`config.mk`:
```
export PLATFORM = sky130hd
export DESIGN_NAME = onewire_rom_search
export DESIGN_NICKNAME = d
export VERILOG_FILES = /design/src/sv/owrs_pkg.sv /design/src/sv/onewire_rom_search.sv
export VERILOG_INCLUDE_DIRS = /design/src /design/src/sv
export SDC_FILE = /design/constraint.sdc
export NUM_CORES = 1
export LEC_CHECK = 0
export ABC_AREA = 0
export BUFFER_PORTS_ARGS = -buffer_cell sky130_fd_sc_hd__buf_4
export CAP_MARGIN = 20
export CORE_MARGIN = 4
export CORE_UTILIZATION = 56
export DETAILED_ROUTE_END_ITERATION = 12
export PLACE_DENSITY = 0.77
export SLEW_MARGIN = 25
export SYNTH_ARGS = -nofsm -noshare
export SYNTH_HDL_FRONTEND = slang
export SYNTH_SLANG_ARGS = --single-unit
```
`constraint.sdc`:
```
create_clock -name clk -period 13.8 [get_ports clk]
set_input_delay 0.69 -clock clk [delete_from_list [all_inputs] [get_ports clk]]
set_output_delay 0.69 -clock clk [all_outputs]
set_load 0.02 [all_outputs]
```
`src/sv/assert_macros.svh`:
```
`ifndef ASSERT_MACROS_SVH
`define ASSERT_MACROS_SVH

// same-cycle implication
`define ASSERT_IMPL(label, clk, rst_n, ante, cons) \
  label: assert property (@(posedge clk) disable iff (!rst_n) (ante) |-> (cons)) \
    else $error("assertion failed");

// next-cycle implication
`define ASSERT_NEXT(label, clk, rst_n, ante, cons) \
  label: assert property (@(posedge clk) disable iff (!rst_n) (ante) |=> (cons)) \
    else $error("assertion failed");

`endif

```
`src/sv/owrs_pkg.sv`:
```
`timescale 1ns / 1ps

package owrs_pkg;

  localparam int CODE_BITS = 64;
  localparam int CRC_BYTES = 7;
  localparam int CRC_LAST_POS = CRC_BYTES * 8;
  localparam int POS_W = 7;
  localparam int IDX_W = 6;
  localparam int CNT_W = 8;
  localparam int CRC_W = 8;
  localparam logic [CRC_W-1:0] CRC_POLY = 8'h8C;

  localparam int CFG_ADDR_W = 3;
  localparam int CFG_DATA_W = 32;
  localparam logic [CFG_ADDR_W-3:0] REG_MAX_DEVICES = 1'b0;
  localparam logic [CNT_W-1:0] MAX_DEVICES_RST = 8'd16;

  localparam logic OP_BEGIN = 1'b0;
  localparam logic OP_BITS = 1'b1;

  typedef enum logic [2:0] {
    ST_BIT    = 3'd0,
    ST_MORE   = 3'd1,
    ST_DONE   = 3'd2,
    ST_NODEV  = 3'd3,
    ST_CRCERR = 3'd4,
    ST_IDLE   = 3'd5
  } status_t;

  typedef struct packed {
    logic op;
    logic bus_bit;
    logic bus_bit_complement;
  } in_req_t;

  typedef struct packed {
    logic                 write_bit;
    status_t              status;
    logic [CODE_BITS-1:0] rom_code;
    logic [CNT_W-1:0]     device_count;
  } out_rsp_t;

endpackage

```
`src/sv/onewire_rom_search.sv`:
```
// Channel   Ports                                   Payload
// in        in_valid / in_ready / in_data           owrs_pkg::in_req_t
// out       out_valid / out_ready / out_data        owrs_pkg::out_rsp_t
// cfg       cfg_psel .. cfg_pready (APB write/read) max_devices at 0x0
//
// One request per cycle; each result appears in the cycle after its request is taken.
// The path, branch, CRC and count registers and the result register update in one edge.
// in_ready is high whenever the result register is empty or being drained.
// A stalled result holds; no request is taken until it leaves.
// Synchronous active-low reset clears all search state; max_devices returns to 16.
`timescale 1ns / 1ps

`include "assert_macros.svh"

module onewire_rom_search (
  input  logic                                clk,
  input  logic                                rst_n,
  input  logic                                in_valid,
  output logic                                in_ready,
  input  owrs_pkg::in_req_t                   in_data,
  output logic                                out_valid,
  input  logic                                out_ready,
  output owrs_pkg::out_rsp_t                  out_data,
  input  logic                                cfg_psel,
  input  logic                                cfg_penable,
  input  logic                                cfg_pwrite,
  input  logic [owrs_pkg::CFG_ADDR_W-1:0]     cfg_paddr,
  input  logic [owrs_pkg::CFG_DATA_W-1:0]     cfg_pwdata,
  output logic [owrs_pkg::CFG_DATA_W-1:0]     cfg_prdata,
  output logic                                cfg_pready
);

  logic [owrs_pkg::CNT_W-1:0]     max_dev_r;
  logic [owrs_pkg::CODE_BITS-1:0] path_r, path_nxt, path_upd;
  logic [owrs_pkg::POS_W-1:0]     last_br_r, last_br_nxt;
  logic [owrs_pkg::POS_W-1:0]     new_br_r, new_br_nxt, new_br_upd;
  logic [owrs_pkg::POS_W-1:0]     bit_pos_r, bit_pos_nxt;
  logic [owrs_pkg::CNT_W-1:0]     count_r, count_nxt, count_inc;
  logic                           active_r, active_nxt;
  logic [owrs_pkg::CRC_W-1:0]     crc_r, crc_nxt, crc_stepped;
  logic                           out_valid_r, out_valid_nxt;
  owrs_pkg::out_rsp_t             out_data_r, out_data_nxt;

  logic                           in_fire, cfg_wr;
  logic [owrs_pkg::POS_W-1:0]     pos;
  logic [owrs_pkg::IDX_W-1:0]     idx;
  logic                           chosen, discrepancy;

  assign in_fire   = in_valid && in_ready;
  assign in_ready  = !out_valid_r || out_ready;
  assign out_valid = out_valid_r;
  assign out_data  = out_data_r;

  assign cfg_pready = 1'b1;
  assign cfg_wr = cfg_psel && cfg_penable && cfg_pwrite && cfg_pready &&
                  (cfg_paddr[owrs_pkg::CFG_ADDR_W-1:2] == owrs_pkg::REG_MAX_DEVICES);

  always_comb begin
    cfg_prdata = '0;
    if (cfg_paddr[owrs_pkg::CFG_ADDR_W-1:2] == owrs_pkg::REG_MAX_DEVICES) begin
      cfg_prdata = {{(owrs_pkg::CFG_DATA_W-owrs_pkg::CNT_W){1'b0}}, max_dev_r};
    end
  end

  assign pos = ((bit_pos_r == '0) || (bit_pos_r > owrs_pkg::POS_W'(owrs_pkg::CODE_BITS)))
               ? owrs_pkg::POS_W'(1) : bit_pos_r;
  assign idx = owrs_pkg::IDX_W'(pos - owrs_pkg::POS_W'(1));
  assign discrepancy = !in_data.bus_bit && !in_data.bus_bit_complement;

  always_comb begin
    chosen = in_data.bus_bit;
    new_br_upd = new_br_r;
    if (discrepancy) begin
      priority if (pos < last_br_r) begin
        chosen = path_r[idx];
      end else if (pos == last_br_r) begin
        chosen = 1'b1;
      end else begin
        chosen = 1'b0;
      end
      if (!chosen) begin
        new_br_upd = pos;
      end
    end
  end

  always_comb begin
    path_upd = path_r;
    path_upd[idx] = chosen;
  end

  assign crc_stepped = {1'b0, crc_r[owrs_pkg::CRC_W-1:1]} ^
                       ((crc_r[0] ^ chosen) ? owrs_pkg::CRC_POLY : '0);
  assign count_inc = (count_r == '1) ? count_r : count_r + owrs_pkg::CNT_W'(1);

  always_comb begin
    path_nxt      = path_r;
    last_br_nxt   = last_br_r;
    new_br_nxt    = new_br_r;
    bit_pos_nxt   = bit_pos_r;
    count_nxt     = count_r;
    active_nxt    = active_r;
    crc_nxt       = crc_r;
    out_valid_nxt = out_valid_r && !out_ready;
    out_data_nxt  = out_data_r;
    if (in_fire) begin
      out_valid_nxt = 1'b1;
      out_data_nxt.write_bit    = 1'b0;
      out_data_nxt.status       = owrs_pkg::ST_IDLE;
      out_data_nxt.rom_code     = '0;
      out_data_nxt.device_count = count_r;
      if (in_data.op == owrs_pkg::OP_BEGIN) begin
        path_nxt    = '0;
        last_br_nxt = '0;
        new_br_nxt  = '0;
        bit_pos_nxt = owrs_pkg::POS_W'(1);
        count_nxt   = '0;
        crc_nxt     = '0;
        active_nxt  = (max_dev_r != '0);
        out_data_nxt.device_count = '0;
      end else if (!active_r) begin
        out_data_nxt.status = owrs_pkg::ST_IDLE;
      end else if (in_data.bus_bit && in_data.bus_bit_complement) begin
        active_nxt = 1'b0;
        out_data_nxt.status = owrs_pkg::ST_NODEV;
      end else begin
        path_nxt   = path_upd;
        new_br_nxt = new_br_upd;
        out_data_nxt.write_bit = chosen;
        if (pos <= owrs_pkg::POS_W'(owrs_pkg::CRC_LAST_POS)) begin
          crc_nxt = crc_stepped;
        end
        if (pos < owrs_pkg::POS_W'(owrs_pkg::CODE_BITS)) begin
          bit_pos_nxt = pos + owrs_pkg::POS_W'(1);
          out_data_nxt.status = owrs_pkg::ST_BIT;
        end else begin
          bit_pos_nxt = owrs_pkg::POS_W'(1);
          crc_nxt = '0;
          if (crc_r != path_upd[owrs_pkg::CODE_BITS-1:owrs_pkg::CRC_LAST_POS]) begin
            active_nxt = 1'b0;
            out_data_nxt.status = owrs_pkg::ST_CRCERR;
          end else begin
            count_nxt   = count_inc;
            last_br_nxt = new_br_upd;
            new_br_nxt  = '0;
            out_data_nxt.rom_code     = path_upd;
            out_data_nxt.device_count = count_inc;
            if ((new_br_upd == '0) || (count_inc >= max_dev_r)) begin
              active_nxt = 1'b0;
              out_data_nxt.status = owrs_pkg::ST_DONE;
            end else begin
              out_data_nxt.status = owrs_pkg::ST_MORE;
            end
          end
        end
      end
    end
  end

  always_ff @(posedge clk) begin
    if (!rst_n) begin
      max_dev_r   <= owrs_pkg::MAX_DEVICES_RST;
      path_r      <= '0;
      last_br_r   <= '0;
      new_br_r    <= '0;
      bit_pos_r   <= owrs_pkg::POS_W'(1);
      count_r     <= '0;
      active_r    <= 1'b0;
      crc_r       <= '0;
      out_valid_r <= 1'b0;
    end else begin
      if (cfg_wr) begin
        max_dev_r <= cfg_pwdata[owrs_pkg::CNT_W-1:0];
      end
      path_r      <= path_nxt;
      last_br_r   <= last_br_nxt;
      new_br_r    <= new_br_nxt;
      bit_pos_r   <= bit_pos_nxt;
      count_r     <= count_nxt;
      active_r    <= active_nxt;
      crc_r       <= crc_nxt;
      out_valid_r <= out_valid_nxt;
    end
  end

  always_ff @(posedge clk) begin
    out_data_r <= out_data_nxt;
  end

  `ASSERT_IMPL(a_pos_range, clk, rst_n, 1'b1,
    (bit_pos_r != '0) && (bit_pos_r <= owrs_pkg::POS_W'(owrs_pkg::CODE_BITS)))
  `ASSERT_NEXT(a_begin_idle, clk, rst_n, in_fire && (in_data.op == owrs_pkg::OP_BEGIN),
    out_valid_r && (out_data_r.status == owrs_pkg::ST_IDLE) && (out_data_r.device_count == '0))
  `ASSERT_IMPL(a_stop_on_req, clk, rst_n, $fell(active_r), $past(in_fire))
  `ASSERT_NEXT(a_req_result, clk, rst_n, in_fire, out_valid_r)

endmodule

```
Yosys cells after proc, flatten, opt, wreduce, memory -nomap -nowiden. Index checks and enable logic that the tools add are counted.

$lt $le $gt $ge: 7. Bitwise operators: 5. Reduce and logical (&&, ||, !) cells: 24. Add/sub/neg operators: 3. Eq/ne operators: 8. Muxes and demuxes: 57.

Operator list (count): $mux 64 (3); $mux 8 (17); $mux 7 (17); $bwmux 64 (1); $logic_not 7->1 (2); $mux 1 (13); $mux 3 (3); $add 8x1->8 const B (1); $eq 8x8->1 const B (1); $ge 8x8->1 (1); $logic_and 1x1->1 (8); $ne 8x8->1 (1); $reduce_bool 8->1 (1); $xor 7x8->8 (1); $add 7x1->7 const B (1); $eq 7x7->1 (1); $gt 7x7->1 const B (1); $le 7x6->1 const B (1); $lt 6x7->1 const B (1); $lt 7x7->1 (1); $lt 7x7->1 const B (1); $bmux 1 s6 (1); $demux 1 s6 (1); $ge 6x1->1 const B (1); 15 further kinds (24).

Register bits after elaboration: 187. Bits of input ports: 45. Output and inout port bits: 111.

Depth between registers and ports, before layout. Gate-level depths: netlist of the first run.

Word-level depth: 18. Depth in mapped cells: 21.

Worst setup path after synthesis of the first run. OpenSTA, ideal clock, no wires.

Kind: register -> register. Start point: reg bit_pos_r[1] (netlist name). End point: reg out_data_r (netlist bit out_data[73]), data pin. Setup slack: 9.000 ns. Path buffers: 3. Stages on the path, launching flop included: 20. Setup time: 0.255 ns. Data arrival time: 4.545 ns. Cell sequence: dfxtp_1 or4_1 buf_4 o31a_1 nand2_1 inv_2 ha_1 buf_2 nor3_2 mux2i_4 a21boi_1 a22oi_1 and3_1 o32ai_2 nor4b_2 or4_4 nand3_2 buf_6 o21ai_1 and3_1.

Word-level cells in the longest chain between the ends: 16.

Ends and longest elaborated chain: start: declaration (line onewire_rom_search.sv:37) `logic [owrs_pkg::POS_W-1:0] bit_pos_r, bit_pos_nxt;`; start signal: assignment (line onewire_rom_search.sv:166) `bit_pos_r <= owrs_pkg::POS_W'(1);`; start signal: assignment (line onewire_rom_search.sv:178) `bit_pos_r <= bit_pos_nxt;`; $gt 7x7->1 / $logic_not 7->1 (equally long branches) (line onewire_rom_search.sv:65) `assign pos = ((bit_pos_r == '0) || (bit_pos_r > owrs_pkg::POS_W'(owrs_pkg::CODE_BITS)))`; $logic_or 1x1->1 (line onewire_rom_search.sv:65); $mux 7 (*) (line onewire_rom_search.sv:66) `? owrs_pkg::POS_W'(1) : bit_pos_r;`; $sub 6x1->6 (line onewire_rom_search.sv:67) `assign idx = owrs_pkg::IDX_W'(pos - owrs_pkg::POS_W'(1));`; $bmux 1 s6 (line onewire_rom_search.sv:75) `chosen = path_r[idx];`; $mux 1 (not written as such) (line onewire_rom_search.sv:75); $mux 1 (line onewire_rom_search.sv:74) `priority if (pos < last_br_r) begin`; $mux 1 (line onewire_rom_search.sv:73) `if (discrepancy) begin`; $mux 7 (line onewire_rom_search.sv:81) `if (!chosen) begin`; $mux 7 (line onewire_rom_search.sv:73); $logic_not 7->1 (line onewire_rom_search.sv:148) `if ((new_br_upd == '0) || (count_inc >= max_dev_r)) begin`; $logic_or 1x1->1 (line onewire_rom_search.sv:148); $mux 2 (line onewire_rom_search.sv:148); $mux 3 (line onewire_rom_search.sv:139) `if (crc_r != path_upd[owrs_pkg::CODE_BITS-1:owrs_pkg::CRC_LAST_POS]) begin`; $mux 3 (*) (line onewire_rom_search.sv:133) `if (pos < owrs_pkg::POS_W'(owrs_pkg::CODE_BITS)) begin`; $mux 3 (*) (line onewire_rom_search.sv:123) `end else if (in_data.bus_bit && in_data.bus_bit_complement) begin`; end signal: assignment (line onewire_rom_search.sv:187) `out_data_r <= out_data_nxt;`; end: declaration (line onewire_rom_search.sv:42) `owrs_pkg::out_rsp_t out_data_r, out_data_nxt;`.

Mark *: on every way between the ends. The rest lies on a longest branch, timed or not. The select of a mux whose other input is x is not followed. A chain may end at the register's enable or synchronous reset.

Worst setup path after layout of the first run.
Start point: reg bit_pos_r[3] (netlist name). End point: reg path_r[55] (netlist name).

Word-level cells in the longest chain between the ends: 13.

Ends and longest elaborated chain: $gt 7x7->1 / $logic_not 7->1 (equally long branches) (line onewire_rom_search.sv:65); $logic_or 1x1->1 (line onewire_rom_search.sv:65); $mux 7 (*) (line onewire_rom_search.sv:66); $sub 6x1->6 (line onewire_rom_search.sv:67); $bmux 1 s6 (line onewire_rom_search.sv:75); $mux 1 (not written as such) (line onewire_rom_search.sv:75); $mux 1 (line onewire_rom_search.sv:74); $mux 1 (2 in series) (line onewire_rom_search.sv:73); $bwmux 64 (*) (line onewire_rom_search.sv:89) `path_upd[idx] = chosen;`; $mux 64 (*) (line onewire_rom_search.sv:123); $mux 64 (*) (line onewire_rom_search.sv:121) `end else if (!active_r) begin`; $mux 64 (*) (line onewire_rom_search.sv:112) `if (in_data.op == owrs_pkg::OP_BEGIN) begin`; end signal: assignment (line onewire_rom_search.sv:175) `path_r <= path_nxt;`; end: declaration (line onewire_rom_search.sv:34) `logic [owrs_pkg::CODE_BITS-1:0] path_r, path_nxt, path_upd;`.

Marked as above.

==> results.sh, run 1 <==
export IMPL_setup_violations_final=0
export IMPL_drc_errors=0
export IMPL_antennaDiodeCount=0
export IMPL_comb_power_share_pct=9.5
export IMPL_worstMarginPinSlew_ps=996
export IMPL_leakage_nw=4.40
export IMPL_insertion_delay_ps=440
export IMPL_timing_final_ws_setup_ps=6730
export IMPL_worst_clock_skew_ps=9.77
export IMPL_portBuffers=104
export IMPL_synthFlopType="dfxtp_1"
export IMPL_async_flop_share_pct=0
export IMPL_fin_crit_sh_pct=51.2
export IMPL_yosys_warnings=0
export IMPL_irDropWorstVdd_mv=0.0767
export IMPL_power_density_nw_per_um2=97.8
export IMPL_postSynthAreaPerCell_sq_um=8.35
export IMPL_die_w_microns=148
export IMPL_min_period_ps=7070
export IMPL_rsz0062_at_grt="no"
export IMPL_clk_pin_slew_ps=70
export IMPL_setup_worst_path_class="flop to flop"
export IMPL_grt_overflow=0
export IMPL_stdcell_count=1617
export IMPL_antenna_found_initial=0
export IMPL_io_pins=156
export IMPL_route_antenna_remaining_nets=0
export IMPL_synth_cell_type_count=88
export IMPL_cts_hold_buf=0
export IMPL_design_core_area_sq_um=19000
export IMPL_initial_utilization_pct=57.6
export IMPL_grt_max_degree=97
export IMPL_intPower_mw=0.895
export IMPL_place_congestion=0.971
export IMPL_yosysTopAreaCell="edfxtp_1"
export IMPL_critPathArrivalTime_ps=7450
export IMPL_cts_buffer_depth=2
export IMPL_synth_seq_cells=187
export IMPL_cap_violations=0
export IMPL_syn_to_final_growth_pct=12.3
export IMPL_wirelength_microns=29200
export IMPL_cts_resized=0
export IMPL_cts_buffers=17
export IMPL_final_hold_violation_count=0
export IMPL_cts_tree="built"
export IMPL_regArea_sq_um=4500
export IMPL_crit_fanout=68
export IMPL_power_share_switching_pct=25.3
export IMPL_outcome="completed"
export IMPL_grt_total_usage_pct=26.2
export IMPL_dp_worst_setup_slack_ps=6890
export IMPL_grt_pass1_vias=8933
export IMPL_total_power_mw=1.20
export IMPL_syn_area_sq_um=10900
export IMPL_cts_setup_buffers=0
export IMPL_htree_levels=4
export IMPL_placementRows=50
export IMPL_drtPass1Iterations=6
export IMPL_cts_root_buf="clkbuf_16"
export IMPL_synthTopCellsByArea="edfxtp_1 21%, dfxtp_1 20%, a21oi_1 6.0%"
export IMPL_multi_input_area_sq_um=5760
export IMPL_endpoint_kind="flop"
export IMPL_num_vias=9821
export IMPL_fillers=1631
export IMPL_yosysTopAreaCellShare_pct=20.9
export IMPL_yosysSeqAreaShare_pct=41.3
export IMPL_place_inst=1585
export IMPL_drv_slew=0
export IMPL_wl_per_cell_microns=18.0
export IMPL_worstHoldPathType="flop to flop"
export IMPL_dp_hpwl_microns=18500
export IMPL_vias_per_cell=6.07
export IMPL_timing_fmax_mhz=141
export IMPL_power_share_sequential_pct=49.3
export IMPL_drive_gt1_share_pct=15.0
export IMPL_final_util_pct=64.7
export IMPL_drtIter0Drc=1195
export IMPL_die_area_sq_um=21800
export IMPL_numClockSinks=187
export IMPL_die_y_microns=148
export IMPL_worst_setup_path_start_kind="flop"
export IMPL_grt_pass1_wl_microns=46600
export IMPL_clockPowerShare_pct=41.2
export IMPL_synth_edf_count=76
export IMPL_slew_headroom_pct=33.5
export IMPL_setup_tns_ps=0
export IMPL_synth_cells=1307
export IMPL_cp_required_ps=14180
export IMPL_net_switching_power_mw=0.303
export IMPL_final_nets=1406
==> metrics by stage <==
| stage | cell area, sq um | hold slack [ps] |
|---|---|---|
| 2_1_floorplan | 11000 | 427 |
| 3_3_place_gp | 11700 | 437 |
| 3_5_place_dp | 11700 | 441 |
| 4_1_cts | 12300 | 450 |
| 5_1_grt | 12300 | 466 |
| 6_report | 12300 | 449 |
==> state kept, by name, indices dropped and copies added (netlist names) <==
register	count
last_br_r	7
new_br_r	7
path_r	64
crc_r	8
count_r	8
out_valid	1
active_r	1
out_data	76
bit_pos_r	7
max_dev_r	8
==> power by group through the flow <==
stage	Sequential, mW	Clock [mW]	Combinational [mW]
2_1_floorplan	0.616	0	0.0663
3_3_place_gp	0.603	0	0.110
3_5_place_dp	0.603	0	0.112
4_1_cts	0.591	0.498	0.113
5_1_grt	0.592	0.523	0.122
6_report	0.591	0.494	0.114
==> metal layers <==
| metal | wire length [microns] | part of all wire (%) | GRT usage (%) | vias to the layer above |
|---|---|---|---|---|
| li1 | - | - | - | 4667 |
| met1 | 12600 | 43 | 36.9 | 4573 |
| met2 | 13100 | 45 | 39.6 | 519 |
| met3 | 2680 | 9.2 | 5.67 | 62 |
| met4 | 809 | 2.8 | 10.4 | 0 |
| met5 | 0 | 0 | 0 | - |
==> cell families (layout without fill, tap and decap cells) <==
logic type	after synthesis	in the layout	synth area share [%]
flip-flops	187	187	41.3
other	2	25	0.0688
AND/OR/NAND/NOR	482	482	22.5
buffers and inverters	167	194	7.00
XOR/XNOR	20	20	1.60
AO/OA/AOI/OAI	389	389	21.3
adder cells (fa/ha/maj)	18	18	2.04
multiplexers	42	42	4.30
==> cells in the mapped netlist, drive strengths merged (4+ instances only) <==
master  instances
xor2            7
o22ai          11
nor3           18
nor4           14
mux2            6
nand3          69
nor3b           6
nor2           64
inv            36
o21ai         150
or4             6
clkbuf         80
a21oi         132
o31ai           5
or2             5
mux2i          35
and3            5
a22oi          18
a21o            5
a22o            6
dfxtp         111
buf            50
ha             17
o21a            4
and2           75
nand2         165
edfxtp         76
nor2b          30
a211oi          7
a32o            4
or3             4
nand2b         10
a21boi         18
xnor2          13
==> critical path, stage by stage (launching register included) <==
cell and delay [ps]:
dfxtp_1 430, or4_1 850, o31a_1 400, nand2_1 210, inv_2 160, ha_1 430
nor2b_1 320, a221oi_1 230, clkdlybuf4s18_2 330, a21oi_2 670, buf_4 340, a22oi_1 90
and3_1 220, a211oi_1 400, o22ai_1 220, a21boi_4 180, buf_4 620, nand2_1 110
buf_4 330, o21ai_0 240, and2_1 140
==> layout by cell type (no fill, tap or decap), types with 5 or more instances in the layout <==
master and instances:
a211oi_1 7, a21boi_0 10, a21o_1 5, a21oi_1 129, a22o_1 6, a22oi_1 18
and2_1 75, and3_1 5, buf_4 123, clkbuf_16 17, conb_1 25, dfxtp_1 111
edfxtp_1 76, ha_1 17, inv_1 34, mux2_2 5, mux2i_1 33, nand2_1 163
nand2b_1 10, nand3_1 68, nor2_1 62, nor2b_1 30, nor3_1 15, nor3b_1 6
nor4_1 12, o21ai_0 110, o21ai_1 39, o22ai_1 11, or2_2 5, or4_1 5
xnor2_1 13, xor2_1 7
==> worst paths after layout <==
check / cells past startpoint / endpoint / startpoint / slack (ps)
max: 20 / path_r[55] / bit_pos_r[3] / 6730
min: 2 / last_br_r[2] / last_br_r[2] / 450
max reg2reg: 20 / path_r[55] / bit_pos_r[3] / 6730
min reg2reg: 2 / last_br_r[2] / last_br_r[2] / 450
==> cell type report <==
cell class | count | share of cell area, %
Multi-Input combinational cell | 976 | 47.0
Sequential cell | 187 | 36.7
Timing Repair Buffer | 125 | 7.71
Clock buffer | 20 | 3.64
Tap cell | 260 | 2.65
Clock inverter | 12 | 1.16
Inverter | 37 | 1.13
(Power assumes the default switching activity.)
==> inputs of run 2 (changes only) <==
- clock period: 13.8 -> 6.7 ns (I/O delays scaled with it)
==> run 2 against run 1 <==
Against the previous run:
- critical path depth is 3 lower
- total power is 100% higher
- hold slack lost 310 ps
- non-clock buffer count increased by 19
- sequential power grew 110%
- die area is the same
- flip-flop and latch count stayed put
- register-to-register slack lost 6100 ps
- utilization grew 0.81 points
- clock power up 95%
==> results.sh, run 2 (synthesis gave the netlist of run 1 again) <==
export IMPL_drv_slew=0
export IMPL_regArea_sq_um=4500
export IMPL_antenna_found_initial=0
export IMPL_worst_setup_path_start_kind="flop"
export IMPL_final_hold_violation_count=0
export IMPL_timing_fmax_mhz=164
export IMPL_cts_buffer_depth=2
export IMPL_drc_errors=0
export IMPL_crit_chain="or4_1 > o31a_1 > nand2_1 > inv_2 > ha_1 > nor2b_1 > a221oi_2 > a21oi_4 > a2111oi_0 > and3_1 > o32ai_2 > nor4b_2 > nor4_2 > or3_2 > buf_12 > buf_12 > a21oi_1"
export IMPL_cp_required_ps=6970
export IMPL_portBuffers=104
export IMPL_slowest_stage="or4_1"
export IMPL_startpoint="bit_pos_r[3]"
export IMPL_reg2reg_from="bit_pos_r[3]"
export IMPL_vias_per_cell=6.06
export IMPL_grt_total_usage_pct=26.0
export IMPL_multi_input_area_sq_um=5760
export IMPL_cts_setup_buffers=0
export IMPL_htree_levels=4
export IMPL_critPathArrivalTime_ps=6360
export IMPL_fin_crit_sh_pct=90.9
export IMPL_cts_root_buf="clkbuf_16"
export IMPL_wl_per_cell_microns=17.6
export IMPL_cts_hold_buf=0
export IMPL_wirelength_microns=28800
export IMPL_numClockSinks=187
export IMPL_setup_violations_final=0
export IMPL_insertion_delay_ps=440
export IMPL_cts_tree="built"
export IMPL_syn_to_final_growth_pct=13.7
export IMPL_place_congestion=0.962
export IMPL_cpMostUsedCell="buf_12"
export IMPL_die_y_microns=148
export IMPL_drive_gt1_share_pct=16.2
export IMPL_cts_resized=0
export IMPL_final_nets=1425
export IMPL_final_common_cell="nand2_1"
export IMPL_cts_buffers=17
export IMPL_drtIter0Drc=1231
export IMPL_rsz0062_at_grt="no"
export IMPL_setup_worst_path_class="flop to flop"
export IMPL_worstHoldPathType="input pin to flop"
export IMPL_setup_tns_ps=0
export IMPL_die_area_sq_um=21800
export IMPL_grt_max_degree=97
export IMPL_outcome="completed"
export IMPL_grt_pass1_wl_microns=46400
export IMPL_fillers=1564
export IMPL_crit_fanout=41
export IMPL_drtPass1Iterations=6
export IMPL_io_pins=156
export IMPL_dp_worst_setup_slack_ps=842
export IMPL_die_w_microns=148
export IMPL_worst_clock_skew_ps=8.02
export IMPL_leakage_nw=4.51
export IMPL_grt_pass1_vias=8868
export IMPL_route_antenna_remaining_nets=0
export IMPL_timing_final_ws_setup_ps=610
export IMPL_min_period_ps=6090
export IMPL_max_stage_delay_ps=840
export IMPL_endpoint_kind="flop"
export IMPL_irDropWorstVdd_mv=0.159
export IMPL_largest_reg_flops=76
export IMPL_slew_headroom_pct=37.0
export IMPL_cap_violations=0
export IMPL_antennaDiodeCount=0
export IMPL_layout_common_cells="163 x nand2_1, 140 x buf_4, 129 x a21oi_1"
export IMPL_clk_pin_slew_ps=70
export IMPL_worstMarginPinSlew_ps=945
export IMPL_grt_overflow=0
export IMPL_min_from="cfg_pwdata[4]"
export IMPL_power_density_nw_per_um2=195
export IMPL_dp_hpwl_microns=19000
export IMPL_initial_utilization_pct=57.6
export IMPL_design_core_area_sq_um=19000
export IMPL_placementRows=50
export IMPL_num_vias=9914
[run 2: cell types whose count changed in the layout (fill, tap and decap cells not counted)]
cell,delta
clkdlybuf4s18_2,-1
inv_8,+1
clkbuf_1,-1
clkinv_4,+1
bufinv_16,-2
clkinv_8,-1
buf_6,-1
buf_4,+17
buf_12,+4
clkbuf_8,+2
[run 2: layout make-up]
cell class | count | share of cell area [%]
clock inverter | 11 | 0.695
tap | 260 | 2.62
clock buffer | 21 | 3.79
multi-input combinational | 976 | 46.4
timing repair buffer | 144 | 9.11
inverter | 37 | 1.12
sequential | 187 | 36.3
[run 2: worst max-delay path, delay by kind of cell (launching register included)]
kind	cells	cell delay [ps]
flip-flops	1	430
buffers and inverters	3	540
AO/OA/AOI/OAI	6	2140
AND/OR/NAND/NOR	7	2470
adder cells (fa/ha/maj)	1	300
[run 2: path summary, 6_finish.rpt]
| path | slack (ps) | depth (start not counted) | endpoint |
|---|---|---|---|
| max reg2reg | 610 | 17 | out_data[68] |
| min | 130 | 3 | max_dev_r[4] |
| min reg2reg | 450 | 2 | last_br_r[6] |
| max | 610 | 17 | out_data[68] |
[run 2: power by group]
part           internal (mW)  total, mW  switching (mW)
Clock                  0.510      0.961           0.451
Sequential              1.21       1.22          0.0103
Combinational         0.0774      0.240           0.162
[run 2: layer usage]
layer,vias up,part of all wire [%],global-route usage (%)
met5,-,0,0
met4,0,2.5,9.32
met3,79,9.6,4.87
met2,515,45,39.1
met1,4633,43,37.4
li1,4687,-,-
[run 2: per-stage QoR]
| step | util, % | area [sq um] | total power [mW] | hold WS [ps] | std cells |
|---|---|---|---|---|---|
| final | 65.5 | 12400 | 2.42 | 135 | 1636 |
| after global routing | 65.5 | 12400 | 2.49 | 141 | 1636 |
| after CTS | 65.5 | 12400 | 2.42 | 138 | 1636 |
| after detailed placement | 62.5 | 11900 | 1.48 | 444 | 1604 |
| after global placement | 62.5 | 11900 | 1.48 | 437 | 1604 |
| after floorplan | - | 11000 | 1.41 | 427 | 1330 |
==> inputs of run 3 (changes only) <==
- clock period: 6.7 -> 7 ns (I/O delays scaled with it)
==> run 3 against run 2 <==
Against the previous run:
- critical path depth shrank 1
- setup slack gained 84 ps
- die area is the same
- cell area grew 0.24%
- routed wire length grew 0.58%
- clock skew grew 8.2 ps
- global-route usage shrank 0.20 points
- hold slack gained 10 ps
- flip-flop and latch count is the same
==> results.sh, run 3 (synthesis gave the netlist of run 1 again) <==
export IMPL_outcome="completed"
export IMPL_timing_fmax_mhz=159
export IMPL_cts_tree="built"
export IMPL_rsz0062_at_grt="no"
export IMPL_die_y_microns=148
export IMPL_place_inst=1598
export IMPL_power_density_nw_per_um2=198
export IMPL_dp_hpwl_microns=18700
export IMPL_placementRows=50
export IMPL_setup_worst_path_class="flop to flop"
export IMPL_worst_r2r_endpoint="out_data[40]"
export IMPL_min_from="cfg_pwdata[4]"
export IMPL_num_vias=9886
export IMPL_setup_tns_ps=0
export IMPL_insertion_delay_ps=450
export IMPL_grt_pass1_wl_microns=46300
export IMPL_placed_area_sq_um=11800
export IMPL_worstMarginPinSlew_ps=972
export IMPL_antennaDiodeCount=0
export IMPL_place_congestion=0.933
export IMPL_startpoint="bit_pos_r[3]"
export IMPL_cts_root_buf="clkbuf_16"
export IMPL_initial_utilization_pct=57.6
export IMPL_cp_endpoint="out_data[40]"
export IMPL_grt_total_usage_pct=25.8
export IMPL_leakage_nw=4.51
export IMPL_vias_per_cell=6.07
export IMPL_cp_required_ps=7260
export IMPL_stdcell_count=1630
export IMPL_path_delay_family="simple AND/OR/NAND/NOR gates"
export IMPL_r2r_cells=16
export IMPL_max_stage_delay_ps=850
export IMPL_htree_levels=4
export IMPL_min_period_ps=6310
export IMPL_fin_crit_sh_pct=90.1
export IMPL_drv_slew=0
export IMPL_io_pins=156
export IMPL_final_nets=1419
export IMPL_timing_final_ws_setup_ps=693
export IMPL_grt_pass1_vias=8864
export IMPL_crit_chain="or4_1 > o21ai_2 > nand2_1 > inv_2 > ha_1 > nor2b_1 > a221oi_2 > and2_1 > o21ai_0 > a2111oi_0 > a211oi_1 > nor3b_1 > nor4_2 > or3_2 > buf_12 > a21oi_1"
export IMPL_slew_headroom_pct=35.2
export IMPL_crit_fanout=64
export IMPL_cts_buffer_depth=2
export IMPL_endpoint_kind="flop"
export IMPL_worstHoldPathType="input pin to flop"
export IMPL_drtPass1Iterations=7
export IMPL_cts_buffers=17
export IMPL_cts_hold_buf=0
export IMPL_irDropWorstVdd_mv=0.177
export IMPL_worst_setup_path_start_kind="flop"
export IMPL_final_hold_violation_count=0
export IMPL_cap_violations=0
export IMPL_route_antenna_remaining_nets=0
export IMPL_crit_cells=16
export IMPL_slowest_stage="or4_1"
export IMPL_setup_violations_final=0
export IMPL_critPathBufInv=2
export IMPL_largest_reg_flops=76
export IMPL_whs_path_depth=3
export IMPL_clk_pin_slew_ps=70
export IMPL_reg2reg_from="bit_pos_r[3]"
export IMPL_antenna_found_initial=0
export IMPL_grt_overflow=0
export IMPL_numClockSinks=187
export IMPL_final_common_cell="nand2_1"
export IMPL_cts_setup_buffers=0
export IMPL_drtIter0Drc=1273
export IMPL_wirelength_microns=29000
export IMPL_worst_clock_skew_ps=16.2
export IMPL_wl_per_cell_microns=17.8
export IMPL_grt_max_degree=97
export IMPL_total_power_mw=2.46
export IMPL_die_w_microns=148
export IMPL_syn_to_final_growth_pct=14.0
export IMPL_drive_gt1_share_pct=15.9
export IMPL_portBuffers=104
export IMPL_cts_resized=0
export IMPL_die_area_sq_um=21800
export IMPL_layout_common_cells="163 x nand2_1, 135 x buf_4, 129 x a21oi_1"
export IMPL_ff2ff_setup_slack_ps=690
export IMPL_design_core_area_sq_um=19000
export IMPL_critPathArrivalTime_ps=6570
export IMPL_dp_worst_setup_slack_ps=819
export IMPL_drc_errors=0
export IMPL_finalInstanceArea_sq_um=12400
==> run 3: cell type report <==
| type | instances | area [sq um] |
|---|---|---|
| clock inverters | 14 | 205 |
| flip-flops and latches | 187 | 4500 |
| inverters | 37 | 139 |
| repair buffers | 138 | 1070 |
| fillers | 1582 | 6510 |
| multi-input cells | 976 | 5760 |
| well taps | 260 | 325 |
| clock buffers | 18 | 439 |
==> run 3: metrics by stage <==
stage               hold WS (ps)  util, %
floorplan                    427        -
global placement             436     62.2
detailed placement           442     62.2
CTS                          138     65.6
global route                 160     65.6
finish                       145     65.6
==> run 3: worst min path at each step <==
stage                         to  slack, ps
finish              max_dev_r[4]        150
global placement    last_br_r[4]        440
CTS                 max_dev_r[4]        140
floorplan           last_br_r[1]        430
detailed placement  last_br_r[4]        440
global route        max_dev_r[4]        160
==> run 3: layer usage <==
metal | track usage (%) | vias up | wire [microns] | part of all wire [%]
met2 | 38.4 | 506 | 13000 | 45
met3 | 5.43 | 59 | 2650 | 9.2
met4 | 8.85 | 0 | 618 | 2.1
met5 | 0 | - | 0 | 0
li1 | - | 4674 | - | -
met1 | 37.3 | 4647 | 12700 | 44
==> run 3: worst register-to-register path, cell delays in order, from the launching register on <==
cell and delay, ps:
dfxtp_1 420, or4_1 850, o21ai_2 310, nand2_1 210, inv_2 230, ha_1 550
nor2b_1 170, a221oi_2 590, and2_1 230, o21ai_0 80, a2111oi_0 730, a211oi_1 200
nor3b_1 390, nor4_2 120, or3_2 500, buf_12 200, a21oi_1 330
==> run 3: power breakdown <==
group	switching [mW]	total, mW	leakage, nW	internal (mW)
combinational	0.155	0.227	2.54	0.0723
clock	0.454	1.07	0.315	0.618
sequential	0.00984	1.16	1.66	1.15
total	0.619	2.46	4.51	1.84
